## src/rtl/wdt_pkg.sv

```systemverilog
// package: types, constants and register codes of the windowed detection trigger
package wdt_pkg;

	localparam int WINDOW_MAX_DEF = 16;

	localparam int CFG_IDX_W  = 3;
	localparam int CFG_DATA_W = 16;

	typedef enum logic [CFG_IDX_W-1:0] {
		REG_WINDOW_SIZE       = 3'd0,
		REG_MIN_HIGH_COUNT    = 3'd1,
		REG_FRAME_THRESHOLD   = 3'd2,
		REG_AVERAGE_THRESHOLD = 3'd3,
		REG_DETECT_HOLDOFF    = 3'd4,
		REG_STARTUP_HOLD_MS   = 3'd5
	} reg_idx_t;

	localparam logic ACT_FRAME   = 1'b0;
	localparam logic ACT_RESTART = 1'b1;

	localparam logic [4:0]  RST_WINDOW_SIZE       = 5'd10;
	localparam logic [4:0]  RST_MIN_HIGH_COUNT    = 5'd6;
	localparam logic [7:0]  RST_FRAME_THRESHOLD   = 8'd128;
	localparam logic [7:0]  RST_AVERAGE_THRESHOLD = 8'd128;
	localparam logic [15:0] RST_DETECT_HOLDOFF    = 16'd1500;
	localparam logic [15:0] RST_STARTUP_HOLD_MS   = 16'd3000;

	typedef struct packed {
		logic        action;
		logic [7:0]  probability;
		logic [31:0] now_ms;
	} in_item_t;

	typedef struct packed {
		logic        detected;
		logic        window_full;
		logic [11:0] window_sum;
		logic [4:0]  high_count;
	} out_item_t;

	typedef struct packed {
		logic [4:0]  window_size;
		logic [4:0]  min_high_count;
		logic [7:0]  frame_threshold;
		logic [7:0]  average_threshold;
		logic [15:0] detect_holdoff;
		logic [15:0] startup_hold_ms;
		logic        win_clear;
	} cfg_t;

endpackage

```

## src/rtl/wdt_ram.sv

```systemverilog
// generic single-write, single-read ram with registered read data
module wdt_ram #(
	parameter int WIDTH = 8,
	parameter int DEPTH = 16
) (
	input  logic                                        clk,
	input  logic                                        we,
	input  logic [((DEPTH > 1) ? $clog2(DEPTH) : 1)-1:0] waddr,
	input  logic [WIDTH-1:0]                            wdata,
	input  logic [((DEPTH > 1) ? $clog2(DEPTH) : 1)-1:0] raddr,
	output logic [WIDTH-1:0]                            rdata
);

	logic [WIDTH-1:0] mem [DEPTH];

	always_ff @(posedge clk) begin
		if (we) begin
			mem[waddr] <= wdata;
		end
		rdata <= mem[raddr];
	end

endmodule

```

## src/rtl/wdt_cfg.sv

```systemverilog
// configuration register file and window clear request
module wdt_cfg (
	input  logic                               clk,
	input  logic                               arst_n,
	input  logic                               cfg_valid,
	output logic                               cfg_ready,
	input  logic [wdt_pkg::CFG_IDX_W-1:0]      cfg_index,
	input  logic [wdt_pkg::CFG_DATA_W-1:0]     cfg_data,
	output wdt_pkg::cfg_t                      cfg
);

	logic        wr;
	logic [4:0]  window_size_q;
	logic [4:0]  min_high_q;
	logic [7:0]  frame_thr_q;
	logic [7:0]  avg_thr_q;
	logic [15:0] cooldown_q;
	logic [15:0] startup_q;
	logic        win_clear;

	assign cfg_ready = 1'b1;
	assign wr        = cfg_valid && cfg_ready;

	always_comb begin
		win_clear = 1'b0;
		if (wr) begin
			unique case (cfg_index)
				wdt_pkg::REG_WINDOW_SIZE,
				wdt_pkg::REG_FRAME_THRESHOLD: win_clear = 1'b1;
				default:                      win_clear = 1'b0;
			endcase
		end
	end

	always_ff @(posedge clk or negedge arst_n) begin
		if (!arst_n) begin
			window_size_q <= wdt_pkg::RST_WINDOW_SIZE;
			min_high_q    <= wdt_pkg::RST_MIN_HIGH_COUNT;
			frame_thr_q   <= wdt_pkg::RST_FRAME_THRESHOLD;
			avg_thr_q     <= wdt_pkg::RST_AVERAGE_THRESHOLD;
			cooldown_q    <= wdt_pkg::RST_DETECT_HOLDOFF;
			startup_q     <= wdt_pkg::RST_STARTUP_HOLD_MS;
		end else if (wr) begin
			unique case (cfg_index)
				wdt_pkg::REG_WINDOW_SIZE:       window_size_q <= cfg_data[4:0];
				wdt_pkg::REG_MIN_HIGH_COUNT:    min_high_q    <= cfg_data[4:0];
				wdt_pkg::REG_FRAME_THRESHOLD:   frame_thr_q   <= cfg_data[7:0];
				wdt_pkg::REG_AVERAGE_THRESHOLD: avg_thr_q     <= cfg_data[7:0];
				wdt_pkg::REG_DETECT_HOLDOFF:    cooldown_q    <= cfg_data;
				wdt_pkg::REG_STARTUP_HOLD_MS:   startup_q     <= cfg_data;
				default: ;
			endcase
		end
	end

	always_comb begin
		cfg.window_size       = window_size_q;
		cfg.min_high_count    = min_high_q;
		cfg.frame_threshold   = frame_thr_q;
		cfg.average_threshold = avg_thr_q;
		cfg.detect_holdoff    = cooldown_q;
		cfg.startup_hold_ms   = startup_q;
		cfg.win_clear         = win_clear;
	end

endmodule

```

## src/rtl/wdt_core.sv

```systemverilog
// input register, window state, sum/count update, trigger decision and result register
module wdt_core #(
	parameter int WINDOW_MAX = wdt_pkg::WINDOW_MAX_DEF
) (
	input  logic               clk,
	input  logic               arst_n,
	input  wdt_pkg::cfg_t      cfg,
	input  logic               in_valid,
	output logic               in_stall,
	input  wdt_pkg::in_item_t  in_data,
	output logic               out_valid,
	input  logic               out_stall,
	output wdt_pkg::out_item_t out_data
);

	localparam int PTR_W  = (WINDOW_MAX > 1) ? $clog2(WINDOW_MAX) : 1;
	localparam int SIZE_W = $clog2(WINDOW_MAX + 1);
	localparam int SUM_W  = $clog2(WINDOW_MAX * 255 + 1);
	localparam int PROD_W = 8 + SIZE_W;

	// input stage
	logic               s1_valid_q;
	wdt_pkg::in_item_t  s1_item_s1;
	logic               s1_go;
	logic               in_ok;

	// result stage
	logic               out_valid_q;
	wdt_pkg::out_item_t out_item_q;
	wdt_pkg::out_item_t out_d;

	// window state
	logic [PTR_W-1:0]   wp_q, wp_d;
	logic               full_q, full_d;
	logic [SUM_W-1:0]   sum_q, sum_d;
	logic [SIZE_W-1:0]  high_q, high_d;
	logic [31:0]        hold_q, hold_d;

	// ring read path with write bypass
	logic               we;
	logic [7:0]         ram_rdata;
	logic               byp_q;
	logic [7:0]         byp_data_q;
	logic [7:0]         rd_val;

	logic               frame, restart;
	logic [SIZE_W-1:0]  size;
	logic [7:0]         old;
	logic [SUM_W-1:0]   sum_new;
	logic [SIZE_W-1:0]  high_new;
	logic               dec, inc;
	logic [PTR_W:0]     wp_inc;
	logic               wrap;
	logic               full_new;
	logic [31:0]        diff;
	logic [PROD_W-1:0]  prod;
	logic               fire;

	assign in_stall = s1_valid_q && out_valid_q && out_stall;
	assign in_ok    = in_valid && !in_stall;
	assign s1_go    = s1_valid_q && !(out_valid_q && out_stall);

	assign frame   = s1_go && (s1_item_s1.action == wdt_pkg::ACT_FRAME);
	assign restart = s1_go && (s1_item_s1.action == wdt_pkg::ACT_RESTART);

	always_comb begin
		if (cfg.window_size == 5'd0) begin
			size = SIZE_W'(1);
		end else if (32'(cfg.window_size) > 32'(WINDOW_MAX)) begin
			size = SIZE_W'(WINDOW_MAX);
		end else begin
			size = SIZE_W'(cfg.window_size);
		end
	end

	assign rd_val   = byp_q ? byp_data_q : ram_rdata;
	assign old      = full_q ? rd_val : 8'd0;
	assign sum_new  = sum_q - SUM_W'(old) + SUM_W'(s1_item_s1.probability);
	assign dec      = full_q && (old >= cfg.frame_threshold);
	assign inc      = s1_item_s1.probability >= cfg.frame_threshold;
	assign high_new = high_q - SIZE_W'(dec) + SIZE_W'(inc);
	assign wp_inc   = {1'b0, wp_q} + (PTR_W + 1)'(1);
	assign wrap     = 32'(wp_inc) >= 32'(size);
	assign full_new = full_q || wrap;
	assign diff     = s1_item_s1.now_ms - hold_q;
	assign prod     = PROD_W'(cfg.average_threshold) * PROD_W'(size);
	assign fire     = frame && full_new && !diff[31]
		&& (32'(sum_new) >= 32'(prod))
		&& (32'(high_new) >= 32'(cfg.min_high_count));

	always_comb begin
		wp_d   = wp_q;
		full_d = full_q;
		sum_d  = sum_q;
		high_d = high_q;
		hold_d = hold_q;
		if (cfg.win_clear) begin
			wp_d   = '0;
			full_d = 1'b0;
			sum_d  = '0;
			high_d = '0;
		end else if (restart) begin
			wp_d   = '0;
			full_d = 1'b0;
			sum_d  = '0;
			high_d = '0;
			hold_d = s1_item_s1.now_ms + 32'(cfg.startup_hold_ms);
		end else if (frame) begin
			if (fire) begin
				wp_d   = '0;
				full_d = 1'b0;
				sum_d  = '0;
				high_d = '0;
				hold_d = s1_item_s1.now_ms + 32'(cfg.detect_holdoff);
			end else begin
				wp_d   = wrap ? '0 : wp_inc[PTR_W-1:0];
				full_d = full_new;
				sum_d  = sum_new;
				high_d = high_new;
			end
		end
	end

	always_comb begin
		out_d.detected    = fire;
		out_d.window_full = frame && full_new;
		out_d.window_sum  = (frame && full_new) ? 12'(sum_new) : 12'd0;
		out_d.high_count  = frame ? 5'(high_new) : 5'd0;
	end

	assign we = frame;

	wdt_ram #(
		.WIDTH (8),
		.DEPTH (WINDOW_MAX)
	) u_ring (
		.clk   (clk),
		.we    (we),
		.waddr (wp_q),
		.wdata (s1_item_s1.probability),
		.raddr (wp_d),
		.rdata (ram_rdata)
	);

	always_ff @(posedge clk or negedge arst_n) begin
		if (!arst_n) begin
			s1_valid_q  <= 1'b0;
			out_valid_q <= 1'b0;
			wp_q        <= '0;
			full_q      <= 1'b0;
			sum_q       <= '0;
			high_q      <= '0;
			hold_q      <= '0;
			byp_q       <= 1'b0;
		end else begin
			if (in_ok) begin
				s1_valid_q <= 1'b1;
			end else if (s1_go) begin
				s1_valid_q <= 1'b0;
			end
			if (s1_go) begin
				out_valid_q <= 1'b1;
			end else if (out_valid_q && !out_stall) begin
				out_valid_q <= 1'b0;
			end
			wp_q   <= wp_d;
			full_q <= full_d;
			sum_q  <= sum_d;
			high_q <= high_d;
			hold_q <= hold_d;
			byp_q  <= we && (wp_q == wp_d);
		end
	end

	always_ff @(posedge clk) begin
		if (in_ok) begin
			s1_item_s1 <= in_data;
		end
		if (s1_go) begin
			out_item_q <= out_d;
		end
		byp_data_q <= s1_item_s1.probability;
	end

	assign out_valid = out_valid_q;
	assign out_data  = out_item_q;

endmodule

```

## src/rtl/windowed_detection_trigger_unit.sv

```systemverilog
// top level of the windowed detection trigger
// Each transaction on the input channel is either a frame (a Q0.8 probability with a
// millisecond timestamp) or a restart, and produces exactly one result transaction.
// The result is offered from the result register once its item has passed the input
// register, and a new item is taken every cycle unless the result side stalls;
// the window sum and high-frame count
// are kept running, so the only per-item work is one ring read, one add/subtract and
// a small threshold multiply. The ring lives in a RAM of WINDOW_MAX entries read
// ahead at the next write position; it needs no clearing pass, since entries
// are only used once a full window has been written. Configuration writes are
// always ready; writing window_size or frame_threshold clears the window.
module windowed_detection_trigger_unit #(
	parameter int WINDOW_MAX = wdt_pkg::WINDOW_MAX_DEF
) (
	input  logic                           clk,
	input  logic                           arst_n,
	input  logic                           in_valid,
	output logic                           in_stall,
	input  wdt_pkg::in_item_t              in_data,
	output logic                           out_valid,
	input  logic                           out_stall,
	output wdt_pkg::out_item_t             out_data,
	input  logic                           cfg_valid,
	output logic                           cfg_ready,
	input  logic [wdt_pkg::CFG_IDX_W-1:0]  cfg_index,
	input  logic [wdt_pkg::CFG_DATA_W-1:0] cfg_data
);

	wdt_pkg::cfg_t cfg;

	wdt_cfg u_cfg (
		.clk       (clk),
		.arst_n    (arst_n),
		.cfg_valid (cfg_valid),
		.cfg_ready (cfg_ready),
		.cfg_index (cfg_index),
		.cfg_data  (cfg_data),
		.cfg       (cfg)
	);

	wdt_core #(
		.WINDOW_MAX (WINDOW_MAX)
	) u_core (
		.clk       (clk),
		.arst_n    (arst_n),
		.cfg       (cfg),
		.in_valid  (in_valid),
		.in_stall  (in_stall),
		.in_data   (in_data),
		.out_valid (out_valid),
		.out_stall (out_stall),
		.out_data  (out_data)
	);

endmodule

```

## config.mk

```make
export PLATFORM = sky130hd
export DESIGN_NAME = windowed_detection_trigger_unit
export DESIGN_NICKNAME = d
export VERILOG_FILES = /design/src/rtl/wdt_pkg.sv /design/src/rtl/wdt_ram.sv /design/src/rtl/wdt_cfg.sv /design/src/rtl/wdt_core.sv /design/src/rtl/windowed_detection_trigger_unit.sv
export SDC_FILE = /design/constraint.sdc
export NUM_CORES = 1
export LEC_CHECK = 0
export BUFFER_PORTS_ARGS = -buffer_cell sky130_fd_sc_hd__buf_4
export CORE_MARGIN = 10
export CORE_UTILIZATION = 29
export CTS_BUF_LIST = sky130_fd_sc_hd__clkbuf_4
export DETAILED_ROUTE_END_ITERATION = 10
export SLEW_MARGIN = 20
export SYNTH_ARGS = -nofsm -noshare
export SYNTH_HDL_FRONTEND = slang
export SYNTH_HIERARCHICAL = 1
export SYNTH_SLANG_ARGS = --single-unit
export TNS_END_PERCENT = 20
```

## constraint.sdc

```tcl
create_clock -name clk -period 17.45 [get_ports clk]
set_clock_uncertainty 0.1 [all_clocks]
set_input_delay 5.235 -clock clk [delete_from_list [all_inputs] [get_ports clk]]
set_output_delay 5.235 -clock clk [all_outputs]
set_load 0.02 [all_outputs]
```

==> results.md <==
- Synth cell types: 72
- Final core occ: 34.2%
- Post-route DRC: 0
- Placed cells: 2,105
- Post-synthesis cell count: 1,277
- Area grow syn2layout: 16.1%
- Leak pwr: 8.22 nW
- Yosys reg bits: 319
- CTS sink count: 319
- Hold Vio Cnt, Final: 0
- Die H: 260 um
- Post-route design area: 19,400 um2
- CP delay by family, top: buffers and inverters
- Synth area leaders: edfxtp_1 34%, dfrtp_1 14%, ha_1 9.2%
- Crit share post-route: 62.9%
- Placed Area: 18,200 um2
- Synth warn: 6
- Gr usage total: 11.2%
- Die width: 260 um
- Hold_buf cts: 0
- Final Wtd Congestion: 0.806
- Worst slew pin tran: 1.14 ns
- Sequential element share of the synthesized area: 53.2%
- Max rail drop VDD: 0.0591 mV
- Core Region: 56,700 um2
- Post-synth net total: 1,493
- Synth Cell Area: 16,700 um2
- CTS H-Tree Depth: 3
- Slew HR: 24.0%
- Cell row count: 87
- Clk slew on worst S/H paths: 0.06 ns
- Layout Nets: 1,653
- Clock Path Buffers: 3
- Crit path arrival time: 5.65 ns
- Post-DP HPWL: 26,500 um
- Pwr per Cell Area: 138 nW/um2
- Worst path cell trace: buf_4, nand3_1, inv_1, buf_4
- HP Class: reg2reg
- Per-cell routed wire length: 16.5 um
- Post-CTS Setup Bufs: 0
- Max Slew Vio Count: 0
- Clk Latency, worst-skew pair: 0.78 ns
- Cell taking the most area after synthesis: edfxtp_1
- First-pass GRT wire length: 60,000 um
- Unrepaired setup endpoints after global routing: false
- Cts bufs inserted: 86
- Port buffer count: 85
- Buf/Inv on CP: 3
- Initial antenna violation count: 8
- Die footprint: 67,500 um2
- Startpoint types: input port
- DRT antenna net count: 0
- Post-synth ARST share: 36.1%
- Vias in the first global route: 11.2k
- Synth Flop Type: edfxtp_1
- Fmax: 91.1 MHz
- Status: complete, no violations
- Slowest CP cell: buf_4
- Total grt overflow: 0
- Yosys top cell area share: 33.8%
- Total negative slack: 0 ns
- Worst Setup End Kind: output port
- Final cell count without fillers: 2,263
- Top cells by count, synth: 188 x edfxtp_1, 136 x inv_1, 123 x ha_1
- Cell with the most instances after synthesis: edfxtp_1
- Largest net degree at the start of global routing: 63
- Drt via density: 4.56
- Final min period: 10.98 ns
- Max stage delay on crit path: 0.15 ns
- Mean Syn Cell Area: 13.1 um2
- WS Path Type: in2out
- Most Frequent Cell on Critical Path: buf_4
- Routed WL: 37,300 um
- Routed vias: 10.3k
- Layout cell share with drive strength beyond 1: 25.2%
- Root buffer cell: clkbuf_4
- Top Ports: 87
- TritonRoute pass-1 iters: 5
- Crit-path max FO: 3
- Iteration-0 DRC Markers: 473
- CP Data Required Time: 12.11 ns
- Final setup fails: 0
- Resize count post-CTS: 0
- CTS tree: yes
- Initial Util: 29.4%
- Max_cap viols: 0
- Post-synth EDFFs: 188
## per-layer routing
| layer | GRT usage (%) | up-vias | routed length (um) |
|---|---|---|---|
| li1 | - | 4958 | - |
| met1 | 14.0 | 5034 | 17000 |
| met2 | 18.0 | 250 | 17200 |
| met3 | 3.32 | 65 | 2340 |
| met4 | 3.90 | 12 | 713 |
| met5 | 0 | - | 76 |
## stage by stage
| step | worst slack (ns) | hold slack, ns | power, mW |
|---|---|---|---|
| floorplan | 6.64 | 0.350 | 1.73 |
| global placement | 6.47 | 0.365 | 1.97 |
| detailed placement | 6.48 | 0.370 | 2.00 |
| CTS | 6.48 | 0.384 | 2.71 |
| global route | 6.43 | 0.411 | 2.91 |
| finish | 6.47 | 0.378 | 2.67 |
## registers in the layout, indices dropped and copies added, names as in the netlist
signal               cells
u_core/s1_valid_q        1
u_core/u_ring/mem      128
u_cfg/avg_thr_q          8
u_cfg/min_high_q         5
u_core/s1_item_s1       41
u_core/full_q            1
u_core/u_ring/rdata      8
u_cfg/cooldown_q        16
u_core/high_q            5
u_cfg/startup_q         16
u_cfg/frame_thr_q        8
u_core/hold_q           32
u_core/out_data         19
u_core/byp_q             1
u_core/sum_q            12
u_core/byp_data_q        8
u_core/out_valid         1
u_cfg/window_size_q      5
u_core/wp_q              4
## cell usage in the layout, fill, tap and decap left out, drive strengths merged, types with 3 or more instances in the layout
cell	n
a211oi	5
nor4	3
a22oi	16
nor2b	20
dfstp	20
nand3	7
ha	123
dfxtp	16
nor3	17
mux2	82
and4bb	3
nand3b	3
nand2	72
and3	6
a21oi	44
a21o	16
mux4	32
a31oi	5
a2111oi	3
xor2	30
nand4b	3
dfrtp	95
o21bai	4
nand2b	16
nor2	70
nand4	5
inv	140
edfxtp	188
xnor2	23
o21ai	48
or2	3
clkinv	20
and4	4
fa	28
mux2i	32
clkbuf	130
o21a	9
buf	103
and2	31
## logic make-up after synthesis
| family | Yosys count | share of synthesized area (%) |
|---|---|---|
| simple gates | 271 | 8.39 |
| flops | 319 | 53.2 |
| compound gates | 169 | 6.47 |
| fa+ha+maj | 151 | 12.6 |
| buf+inv | 167 | 4.27 |
| other cells | 1 | 0.0225 |
| mux | 146 | 12.3 |
| xor+xnor | 53 | 2.78 |
## tightest hold or removal path: cells and delay by family, from the launching register on
family | cells | cell delay [ns]
and+or+nand+nor | 1 | 0.05
DFF | 1 | 0.34
AOI/OAI and AO/OA | 1 | 0.06
## final timing paths
check | to | start | slack, ns | cells after the start
min in group asynchronous | u_cfg/startup_q[12]$_DFFE_PN0P_ | arst_n | 4.49 | 1
worst max register to register | u_core/u_ring/rdata[5]$_DFF_P_ | u_cfg/window_size_q[4]$_DFFE_PN0P_ | 9.35 | 24
worst max-delay path | in_stall | out_stall | 6.47 | 4
max in group asynchronous | u_core/sum_q[10]$_DFFE_PN0P_ | arst_n | 11.50 | 2
worst min-delay path | u_core/sum_q[7]$_DFFE_PN0P_ | u_core/sum_q[7]$_DFFE_PN0P_ | 0.38 | 2
worst min register to register | u_core/sum_q[7]$_DFFE_PN0P_ | u_core/sum_q[7]$_DFFE_PN0P_ | 0.38 | 2
## power by group
part / switching (mW) / leakage (nW) / internal, mW
Combinational: 0.571 / 4.30 / 0.442
Clock: 0.312 / 0.685 / 0.371
Sequential: 0.0587 / 3.24 / 0.913
## area by class of cell
cell class | count | area (um2)
multi-input cells | 791 | 7120
well taps | 756 | 946
inverters | 136 | 510
diodes | 2 | 5.00
clock inverters | 26 | 169
clock buffers | 130 | 976
flip-flops and latches | 319 | 8870
repair buffers | 103 | 773
fillers | 5586 | 37300
No activity file was read; power rests on OpenSTA's default activity.
